### src/hdl/r2h_pkg.sv
`default_nettype none

package r2h_pkg;

   // Number of restoring steps in each divider, one quotient bit per step.
   localparam int DIV_STEPS = 16;

   // Hue in 1/64 degree units: sixty degrees and the full circle.
   localparam logic [14:0] HUE_SIXTY = 15'd3840;
   localparam logic [14:0] HUE_FULL  = 15'd23040;

   // Channel that holds the maximum, tested red first, then green.
   typedef enum logic [1:0] {
      SECTOR_RED,
      SECTOR_GREEN,
      SECTOR_BLUE
   } sector_type;

   // First front-end stage: extremes, sector and the signed channel difference.
   typedef struct packed {
      logic [7:0]       hi;
      logic [7:0]       lo;
      sector_type       sector;
      logic signed [8:0] diff;
   } front_type;

   // Payload carried through the divider steps.
   // Each divider keeps a partial remainder and a register that shifts
   // dividend bits out at the top and quotient bits in at the bottom.
   typedef struct packed {
      logic [7:0]  hi;
      logic [7:0]  delta;
      logic        gray;
      sector_type  sector;
      logic        neg;
      logic [7:0]  sat_rem;
      logic [15:0] sat_dq;
      logic [7:0]  hue_rem;
      logic [15:0] hue_dq;
   } div_type;

endpackage

`default_nettype wire

### src/hdl/r2h_front.sv
`default_nettype none

module r2h_front
   import r2h_pkg::*;
(
   input  wire logic       clock,
   input  wire logic       reset,
   input  wire logic       in_valid,
   output logic            in_ready,
   input  wire logic [7:0] red,
   input  wire logic [7:0] green,
   input  wire logic [7:0] blue,
   output logic            out_valid,
   input  wire logic       out_ready,
   output div_type         out_data
);

   logic      a_valid_ff;
   front_type a_data_ff;
   front_type a_data_in;
   logic      a_ready;
   logic      b_valid_ff;
   div_type   b_data_ff;
   div_type   b_data_in;
   logic      b_ready;

   logic        r_ge_g;
   logic        r_ge_b;
   logic        g_ge_b;
   logic [7:0]  delta;
   logic [7:0]  mag;
   logic [19:0] hue_num;
   logic [23:0] sat_num;

   // Stage A: largest and smallest channel, sector and signed difference.
   always_comb begin
      r_ge_g = red >= green;
      r_ge_b = red >= blue;
      g_ge_b = green >= blue;
      a_data_in.hi = r_ge_g ? (r_ge_b ? red : blue) : (g_ge_b ? green : blue);
      a_data_in.lo = r_ge_g ? (g_ge_b ? blue : green) : (r_ge_b ? blue : red);
      if (r_ge_g && r_ge_b) begin
         a_data_in.sector = SECTOR_RED;
         a_data_in.diff   = $signed({1'b0, green}) - $signed({1'b0, blue});
      end else if (g_ge_b) begin
         a_data_in.sector = SECTOR_GREEN;
         a_data_in.diff   = $signed({1'b0, blue}) - $signed({1'b0, red});
      end else begin
         a_data_in.sector = SECTOR_BLUE;
         a_data_in.diff   = $signed({1'b0, red}) - $signed({1'b0, green});
      end
   end

   // Stage B: spread, magnitude of the difference and both dividends.
   always_comb begin
      delta   = a_data_ff.hi - a_data_ff.lo;
      mag     = a_data_ff.diff[8] ? 8'(-a_data_ff.diff) : a_data_ff.diff[7:0];
      // 3840 * mag as (mag << 12) - (mag << 8).
      hue_num = {mag, 12'd0} - {4'd0, mag, 8'd0};
      // 65535 * delta as (delta << 16) - delta.
      sat_num = {delta, 16'd0} - {16'd0, delta};
      b_data_in.hi      = a_data_ff.hi;
      b_data_in.delta   = delta;
      b_data_in.gray    = delta == 8'd0;
      b_data_in.sector  = a_data_ff.sector;
      b_data_in.neg     = a_data_ff.diff[8];
      b_data_in.sat_rem = sat_num[23:16];
      b_data_in.sat_dq  = sat_num[15:0];
      b_data_in.hue_rem = {4'd0, hue_num[19:16]};
      b_data_in.hue_dq  = hue_num[15:0];
   end

   assign a_ready  = !a_valid_ff || b_ready;
   assign b_ready  = !b_valid_ff || out_ready;
   assign in_ready = a_ready;

   always_ff @(posedge clock) begin
      if (reset) begin
         a_valid_ff <= 1'b0;
         b_valid_ff <= 1'b0;
      end else begin
         if (a_ready) begin
            a_valid_ff <= in_valid;
         end
         if (b_ready) begin
            b_valid_ff <= a_valid_ff;
         end
      end
   end

   always_ff @(posedge clock) begin
      if (a_ready && in_valid) begin
         a_data_ff <= a_data_in;
      end
      if (b_ready && a_valid_ff) begin
         b_data_ff <= b_data_in;
      end
   end

   assign out_valid = b_valid_ff;
   assign out_data  = b_data_ff;

endmodule

`default_nettype wire

### src/hdl/r2h_div_step.sv
`default_nettype none

module r2h_div_step
   import r2h_pkg::*;
(
   input  wire logic    clock,
   input  wire logic    reset,
   input  wire logic    in_valid,
   output logic         in_ready,
   input  wire div_type in_data,
   output logic         out_valid,
   input  wire logic    out_ready,
   output div_type      out_data
);

   logic    valid_ff;
   div_type data_ff;
   div_type data_in;
   logic [8:0] sat_part;
   logic [8:0] hue_part;
   logic       sat_ge;
   logic       hue_ge;

   // One restoring step for each divider: shift in the next dividend bit,
   // subtract the divisor where it fits and record the quotient bit.
   always_comb begin
      data_in  = in_data;
      sat_part = {in_data.sat_rem, in_data.sat_dq[15]};
      hue_part = {in_data.hue_rem, in_data.hue_dq[15]};
      sat_ge   = sat_part >= {1'b0, in_data.hi};
      hue_ge   = hue_part >= {1'b0, in_data.delta};
      data_in.sat_rem = sat_ge ? 8'(sat_part - {1'b0, in_data.hi}) : sat_part[7:0];
      data_in.hue_rem = hue_ge ? 8'(hue_part - {1'b0, in_data.delta}) : hue_part[7:0];
      data_in.sat_dq  = {in_data.sat_dq[14:0], sat_ge};
      data_in.hue_dq  = {in_data.hue_dq[14:0], hue_ge};
   end

   assign in_ready = !valid_ff || out_ready;

   always_ff @(posedge clock) begin
      if (reset) begin
         valid_ff <= 1'b0;
      end else if (in_ready) begin
         valid_ff <= in_valid;
      end
   end

   always_ff @(posedge clock) begin
      if (in_ready && in_valid) begin
         data_ff <= data_in;
      end
   end

   assign out_valid = valid_ff;
   assign out_data  = data_ff;

endmodule

`default_nettype wire

### src/hdl/r2h_finish.sv
`default_nettype none

module r2h_finish
   import r2h_pkg::*;
(
   input  wire logic    clock,
   input  wire logic    reset,
   input  wire logic    in_valid,
   output logic         in_ready,
   input  wire div_type in_data,
   output logic         out_valid,
   input  wire logic    out_ready,
   output logic [14:0]  hue,
   output logic [15:0]  saturation,
   output logic [7:0]   brightness,
   output logic         gray
);

   logic        valid_ff;
   logic [14:0] hue_ff;
   logic [14:0] hue_in;
   logic [15:0] sat_ff;
   logic [15:0] sat_in;
   logic [7:0]  bright_ff;
   logic        gray_ff;
   logic [14:0] base;
   logic [14:0] offset;
   logic [11:0] quot;
   logic        round_up;
   logic [15:0] hue_wide;

   // The hue quotient is below 4096, so only its low twelve bits matter.
   // A negative difference rounds toward minus infinity, hence the extra one
   // when the division left a remainder; the red sector then wraps by a
   // full circle.
   always_comb begin
      quot     = in_data.hue_dq[11:0];
      round_up = in_data.hue_rem != 8'd0;
      case (in_data.sector)
         SECTOR_RED:   base = 15'd0;
         SECTOR_GREEN: base = 15'(HUE_SIXTY * 2);
         SECTOR_BLUE:  base = 15'(HUE_SIXTY * 4);
         default:      base = 15'd0;
      endcase
      offset = (in_data.neg && in_data.sector == SECTOR_RED) ? HUE_FULL : base;
      if (in_data.neg) begin
         hue_wide = {1'b0, offset} - {4'd0, quot} - {15'd0, round_up};
      end else begin
         hue_wide = {1'b0, offset} + {4'd0, quot};
      end
      hue_in = in_data.gray ? 15'd0 : hue_wide[14:0];
      sat_in = in_data.gray ? 16'd0 : in_data.sat_dq;
   end

   assign in_ready = !valid_ff || out_ready;

   always_ff @(posedge clock) begin
      if (reset) begin
         valid_ff <= 1'b0;
      end else if (in_ready) begin
         valid_ff <= in_valid;
      end
   end

   always_ff @(posedge clock) begin
      if (in_ready && in_valid) begin
         hue_ff    <= hue_in;
         sat_ff    <= sat_in;
         bright_ff <= in_data.hi;
         gray_ff   <= in_data.gray;
      end
   end

   assign out_valid  = valid_ff;
   assign hue        = hue_ff;
   assign saturation = sat_ff;
   assign brightness = bright_ff;
   assign gray       = gray_ff;

endmodule

`default_nettype wire

### src/hdl/rgb_to_hsv_converter.sv
// Channel   Direction  Ports                        Contents
// req_      in         tvalid tready tdata[23:0]    one RGB pixel
// rsp_      out        tvalid tready tdata[39:0]    hue, saturation, brightness
//                      tuser[0:0]                   gray flag
//
// One pixel can be taken in every clock cycle while the result side does not stall.
// A result passes through two front stages (the first loads at the accepting edge),
// sixteen restoring steps that each resolve one bit of both divisions at once,
// and the output register.
// Reset is synchronous and active high; it empties every stage but leaves payload.
// A stalled stage holds its transaction; empty stages are squeezed out before req_tready falls.
`default_nettype none

module rgb_to_hsv_converter
   import r2h_pkg::*;
(
   input  wire logic        clock,
   input  wire logic        reset,
   input  wire logic        req_tvalid,
   output logic             req_tready,
   // red [7:0], green [15:8], blue [23:16]
   input  wire logic [23:0] req_tdata,
   output logic             rsp_tvalid,
   input  wire logic        rsp_tready,
   // hue [14:0], saturation [30:15], brightness [38:31], zero [39]
   output logic [39:0]      rsp_tdata,
   // gray [0]
   output logic [0:0]       rsp_tuser
);

   // Handshake and payload between consecutive stages. Entry 0 is the output
   // of the front end, entry DIV_STEPS the output of the last divider step.
   logic    step_valid [DIV_STEPS+1];
   logic    step_ready [DIV_STEPS+1];
   div_type step_data  [DIV_STEPS+1];

   logic [14:0] hue;
   logic [15:0] saturation;
   logic [7:0]  brightness;
   logic        gray;

   // Front end: channel extremes and sector, then the spread and both
   // dividends (65535 times the spread and 3840 times the magnitude of the channel difference).
   r2h_front u_front (
      .clock     (clock),
      .reset     (reset),
      .in_valid  (req_tvalid),
      .in_ready  (req_tready),
      .red       (req_tdata[7:0]),
      .green     (req_tdata[15:8]),
      .blue      (req_tdata[23:16]),
      .out_valid (step_valid[0]),
      .out_ready (step_ready[0]),
      .out_data  (step_data[0])
   );

   // Divider pipeline: each stage resolves one quotient bit of the saturation
   // division by the brightness and of the hue division by the spread.
   for (genvar i = 0; i < DIV_STEPS; i++) begin : g_step
      r2h_div_step u_step (
         .clock     (clock),
         .reset     (reset),
         .in_valid  (step_valid[i]),
         .in_ready  (step_ready[i]),
         .in_data   (step_data[i]),
         .out_valid (step_valid[i+1]),
         .out_ready (step_ready[i+1]),
         .out_data  (step_data[i+1])
      );
   end

   // Output register: hue offset by sector, rounding for negative differences
   // and the gray override.
   r2h_finish u_finish (
      .clock      (clock),
      .reset      (reset),
      .in_valid   (step_valid[DIV_STEPS]),
      .in_ready   (step_ready[DIV_STEPS]),
      .in_data    (step_data[DIV_STEPS]),
      .out_valid  (rsp_tvalid),
      .out_ready  (rsp_tready),
      .hue        (hue),
      .saturation (saturation),
      .brightness (brightness),
      .gray       (gray)
   );

   assign rsp_tdata = {1'b0, brightness, saturation, hue};
   assign rsp_tuser = gray;

endmodule

`default_nettype wire

### config.mk
export PLATFORM = sky130hd
export DESIGN_NAME = rgb_to_hsv_converter
export DESIGN_NICKNAME = d
export VERILOG_FILES = /design/src/hdl/r2h_pkg.sv /design/src/hdl/r2h_front.sv /design/src/hdl/r2h_div_step.sv /design/src/hdl/r2h_finish.sv /design/src/hdl/rgb_to_hsv_converter.sv
export SDC_FILE = /design/constraint.sdc
export NUM_CORES = 1
export LEC_CHECK = 0
export BUFFER_PORTS_ARGS = -buffer_cell sky130_fd_sc_hd__buf_2
export CAP_MARGIN = 20
export CORE_UTILIZATION = 51
export CTS_BUF_LIST = sky130_fd_sc_hd__clkbuf_16
export DETAILED_ROUTE_END_ITERATION = 12
export PLACE_DENSITY = 0.76
export SLEW_MARGIN = 20
export SYNTH_ARGS = -nofsm -noshare
export SYNTH_HDL_FRONTEND = slang
export SYNTH_HIERARCHICAL = 1
export SYNTH_SLANG_ARGS = --single-unit
### constraint.sdc
create_clock -name clock -period 12.6 [get_ports clock]
set_clock_uncertainty 0.1 [all_clocks]
set_input_delay 0.63 -clock clock [delete_from_list [all_inputs] [get_ports clock]]
set_output_delay 0.63 -clock clock [all_outputs]
set_load 0.02 [all_outputs]
Yosys cells after proc, flatten, opt, wreduce, memory -nomap -nowiden
Cells that the tools add are included.

storage, ports and cells
  input bits = 28
  output and inout bits = 43
  register bits = 1218
  logic and storage cells = 362

operators by class
  mux-type cells = 43
  reductions and logical operators = 62
  equality and inequality tests = 2
  magnitude comparators = 35
  add/sub/neg operators = 41

operators by type and width
  kind                                           number
  two-way mux 8 bit                              37
  greater-or-equal comparator 9 x 8 -> 1 bit     31
  subtractor 8 bit                               31
  two-way mux 15 bit                             2
  case mux 14 bit (2 select lines)               1
  subtractor 8 x 8 -> 9 bit                      3
  greater-or-equal comparator 8 bit              3
  subtractor 24 x 8 -> 24 bit                    1
  logical AND 1 bit                              21
  subtractor 20 x 16 -> 20 bit                   1
  logical NOT 1 bit                              19
  logical OR 1 bit                               19
  adder 15 x 12 -> 15 bit                        1
  subtractor 15 x 1 -> 15 bit                    1
  subtractor 15 x 12 -> 15 bit                   1
  two-way mux 11 bit                             1
  two-way mux 9 bit                              1
  greater-or-equal comparator 5 x 8 -> 1 bit     1
  logical NOT 8 bit                              1
  negation 8 bit                                 1
  nonzero test 8 bit                             1
  subtractor 5 x 8 -> 8 bit                      1
  two-way mux 5 bit                              1
  == test 2 x 1 -> 1 bit, second input constant  1
  other kinds (2)                                2

Longest topological paths before layout
  word-level depth = 21
  depth in mapped cells = 20
  gate-level depth less buffers = 20

By module
Netlist, hierarchy kept.

modules (own cells, without submodules)
  module                                area each (µm²)  times used  seq. area each (µm²)  cells an instance
  r2h_div_step (g_step[14].u_step ...)  3101.7           9           2062.0                204
  r2h_div_step (g_step[0].u_step ...)   3081.7           7           2062.0                199
  r2h_front                             5551.6           1           2472.4                540
  r2h_finish                            2451.1           1           1221.2                214
  rgb_to_hsv_converter                  11.3             1           0.0                   2

Worst setup path before layout
OpenSTA, ideal clock, no wires.

  path type = input to register
  from = input port rsp_tready
  to = register u_front.b_data_ff (netlist bit u_front/out_data[10]), enable pin
  library setup time = 0.472 ns
  required time = 12.028 ns
  arrival time = 5.172 ns
  setup slack = 6.855 ns
  stages on the path = 19
  buffers on the path = 0
  path through = nand2b_1 nand2b_1 nand2b_1 nand2b_1 nand2b_1 nand2b_1 nand2b_1 nand2b_1 nand2b_1 nand2b_1 nand2b_1 nand2b_1 nand2b_1 nand2b_1 nand2b_1 nand2b_1 nand2b_1 nor2b_1 nor2b_1

RTL lines
  item                  line                        text
  from (decl)           rgb_to_hsv_converter.sv:24  input wire logic rsp_tready,
  to (signal assigned)  r2h_front.sv:96             b_data_ff <= b_data_in;
  to (decl)             r2h_front.sv:23             div_type b_data_ff;

==> summary.md <==
| Metric | Value |
|---|---|
| Synth Warn # | 6 |
| Post-CTS Resized | 0 |
| Max-Slew Margin vs Limit | 26.6% |
| Wirelength, routed | roughly 90 mm |
| Clk sinks | 1,154 |
| Pin count of the biggest net entering global routing | 66 |
| CP peak stage delay | 0.33 ns |
| Syn avg cell area | between 10 and 15 µm² |
| Commonest non-fill, non-tap cell in the layout | edfxtp_1 |
| Placed inst area | about 57,000 µm² |
| Die area | 109,000 µm² |
| Post-route setup slack | approximately 6.9 ns |
| IO Port Bufs | 69 |
| DR vias | 30,000 |
| Antenna violations before repair | 0 |
| Status | finished clean |
| Core area | approximately 110,000 µm² |
| Tcrit/Tclk final | ~45% |
| Final critical-path required period | around 5.7 ns |
| Max VDD drop | 0.000116 V |
| CP endpoint kind | primary output |
| Post-DRT Antenna Nets | 0 |
| RSZ-0062 raised after global routing | no |
| Drt pass-1 iters | 7 |
| Total CTS buffers | 110 |
| CTS H-Tree Depth | 3 |
| M3 GR Usage | 2.50% |
| Critical path type | reg2out |
| Final Hold Fails | 0 |
| Starting Density | 51.4% |
| Clk_lat worst skew | 0.69 ns |
| Worst min path class | in2reg |
| Startpoint Class | flop |
| Post-synthesis cell count | 3,868 |
| Fill cells | between 8,000 and 9,000 |
| Power density over the cells | between 100 and 150 nW/µm² |
| GRT Util Overall | 16.6% |
| Core Util, Final | approximately 57% |
| Worst-path maximum fanout | 4 |
| Die Wd | 330 µm |
| Reg clk slew, reported paths | approximately 0.060 ns |
| Cell Rows | 120 |
| Total power | 8.24 mW |
| Area Growth Syn to Fin | 10.5% |
| Pre-CTS setup slack | 7.16 ns |
| GRT Max-Usage Layer | met2 |
| Commonest cells after routing, fill and taps aside | edfxtp_1 (1,135), inv_1 (484), ha_1 (321) |
| Grt ovf | 0 |
| Synthesized cell area | 55,000 µm² |
| Flop2flop setup slack | 7.64 ns |
| Fin area | 60,700 µm² |
| Final setup violation count | 0 |
| Routed vias/inst | 5.42 |
| Max-cap violations | 0 |
| WP data arrival | 5.00 ns |
| Ant. Diodes | 0 |
| CTS tree | yes |
| Initial DRC Count | 1,490 |
| Ports | 71 |
| Placer Congestion | 0.873 |
| Vias in the first global route | 31,000 |
| First-pass GRT wire length | 148 mm |
| Root Buffer | clkbuf_16 |
| Most used cell along the critical path | nand2b_1 |
| Hpwl dp | ~64 mm |
| Pleak | 22.8 nW |
| Fmax achieved | 175 MHz |
| GR Util met2 | 33.6% |
| Sequential Area | 34,500 µm² |
| Max-slew violations | 0 |
| Drt drc | 0 |
| Post CTS Setup Buffer Count | 0 |
| Setup TNS | 0 ns |
| Die Span Y | between 300 and 400 µm |
| Area of the multi-input gates | approximately 19,000 µm² |
| Slowest cell on crit path | dfxtp_1 |
| WL/cell | 16.3 µm |
| Share of cells above drive strength 1 | 14.4% |
| Clock Tree Buf Depth | 3 |
| Critical Path RT | 11.87 ns |
| # nets final | between 4,000 and 5,000 |
| Tightest Pin Transition | roughly 1.1 ns |
| Global-route met1 utilization | 17.3% |
| Cts hold-fix bufs | 0 |
| Crit path cell chain | nand2b_1 -> nand2b_1 -> nand2b_1 -> nand2b_1 -> nand2b_1 -> nand2b_1 -> nand2b_1 -> nand2b_1 -> nand2b_1 -> nand2b_1 -> nand2b_1 -> nand2b_1 -> nand2b_1 -> nand2b_1 -> nand2b_1 -> nand2b_1 -> nand2b_1 -> nor2b_1 -> nand2_1 -> buf_2 |
## layout make-up
type / count / area share, %
clock inverter: 95 / 1.65
inverter: 465 / 2.87
sequential: 1154 / 56.7
tap: 1403 / 2.89
timing repair buffer: 86 / 0.779
clock buffer: 110 / 4.53
multi-input combinational: 2220 / 30.5
## through the flow
step | hold WS (ns) | std cells
after global placement | 0.300 | 5328
after global routing | 0.135 | 5533
after floorplan | 0.300 | 3879
final | 0.165 | 5533
after CTS | 0.0990 | 5533
after detailed placement | 0.305 | 5328
## worst max-delay path, delay by kind of cell (launching register included)
| kind | cells | cell delay [ns] |
|---|---|---|
| flip-flops | 1 | 0.33 |
| buffers and inverters | 1 | 0.20 |
| AND/OR/NAND/NOR | 19 | 3.79 |
## per-layer routing
| layer | vias to the layer above | wire length [µm] |
|---|---|---|
| li1 | 14700 | - |
| met1 | 14600 | 34300 |
| met2 | 466 | 51100 |
| met3 | 168 | 2810 |
| met4 | 0 | 2200 |
| met5 | - | 0 |
## flip-flops by register name, indices dropped and copies added, names as in the netlist
register and count:
g_step.u_step/out_data 1014, u_front/out_data 54, u_front/a_data_ff 27, g_step.u_step/out_valid 16, u_finish/saturation 16, u_finish/hue 15, u_finish/brightness 8, u_finish/gray 1
u_finish/out_valid 1, u_front/a_valid_ff 1, u_front/out_valid 1
## worst paths after layout
| check | start | endpoint | cells after the start |
|---|---|---|---|
| worst min-delay path | req_tvalid | u_front/a_valid_ff | 3 |
| worst max-delay path | u_finish/out_valid | req_tready | 20 |
| worst max register to register | u_finish/out_valid | u_front/a_data_ff[17] | 20 |
| worst min register to register | g_step[3].u_step/out_data[35] | g_step[4].u_step/out_data[36] | 0 |
## report_power, final
group	internal (mW)	switching, mW	leakage (nW)
clock	1.93	1.41	1.91
combinational	0.253	0.347	10.6
sequential	4.26	0.0364	10.3
Power figures use the tool's default switching activity.
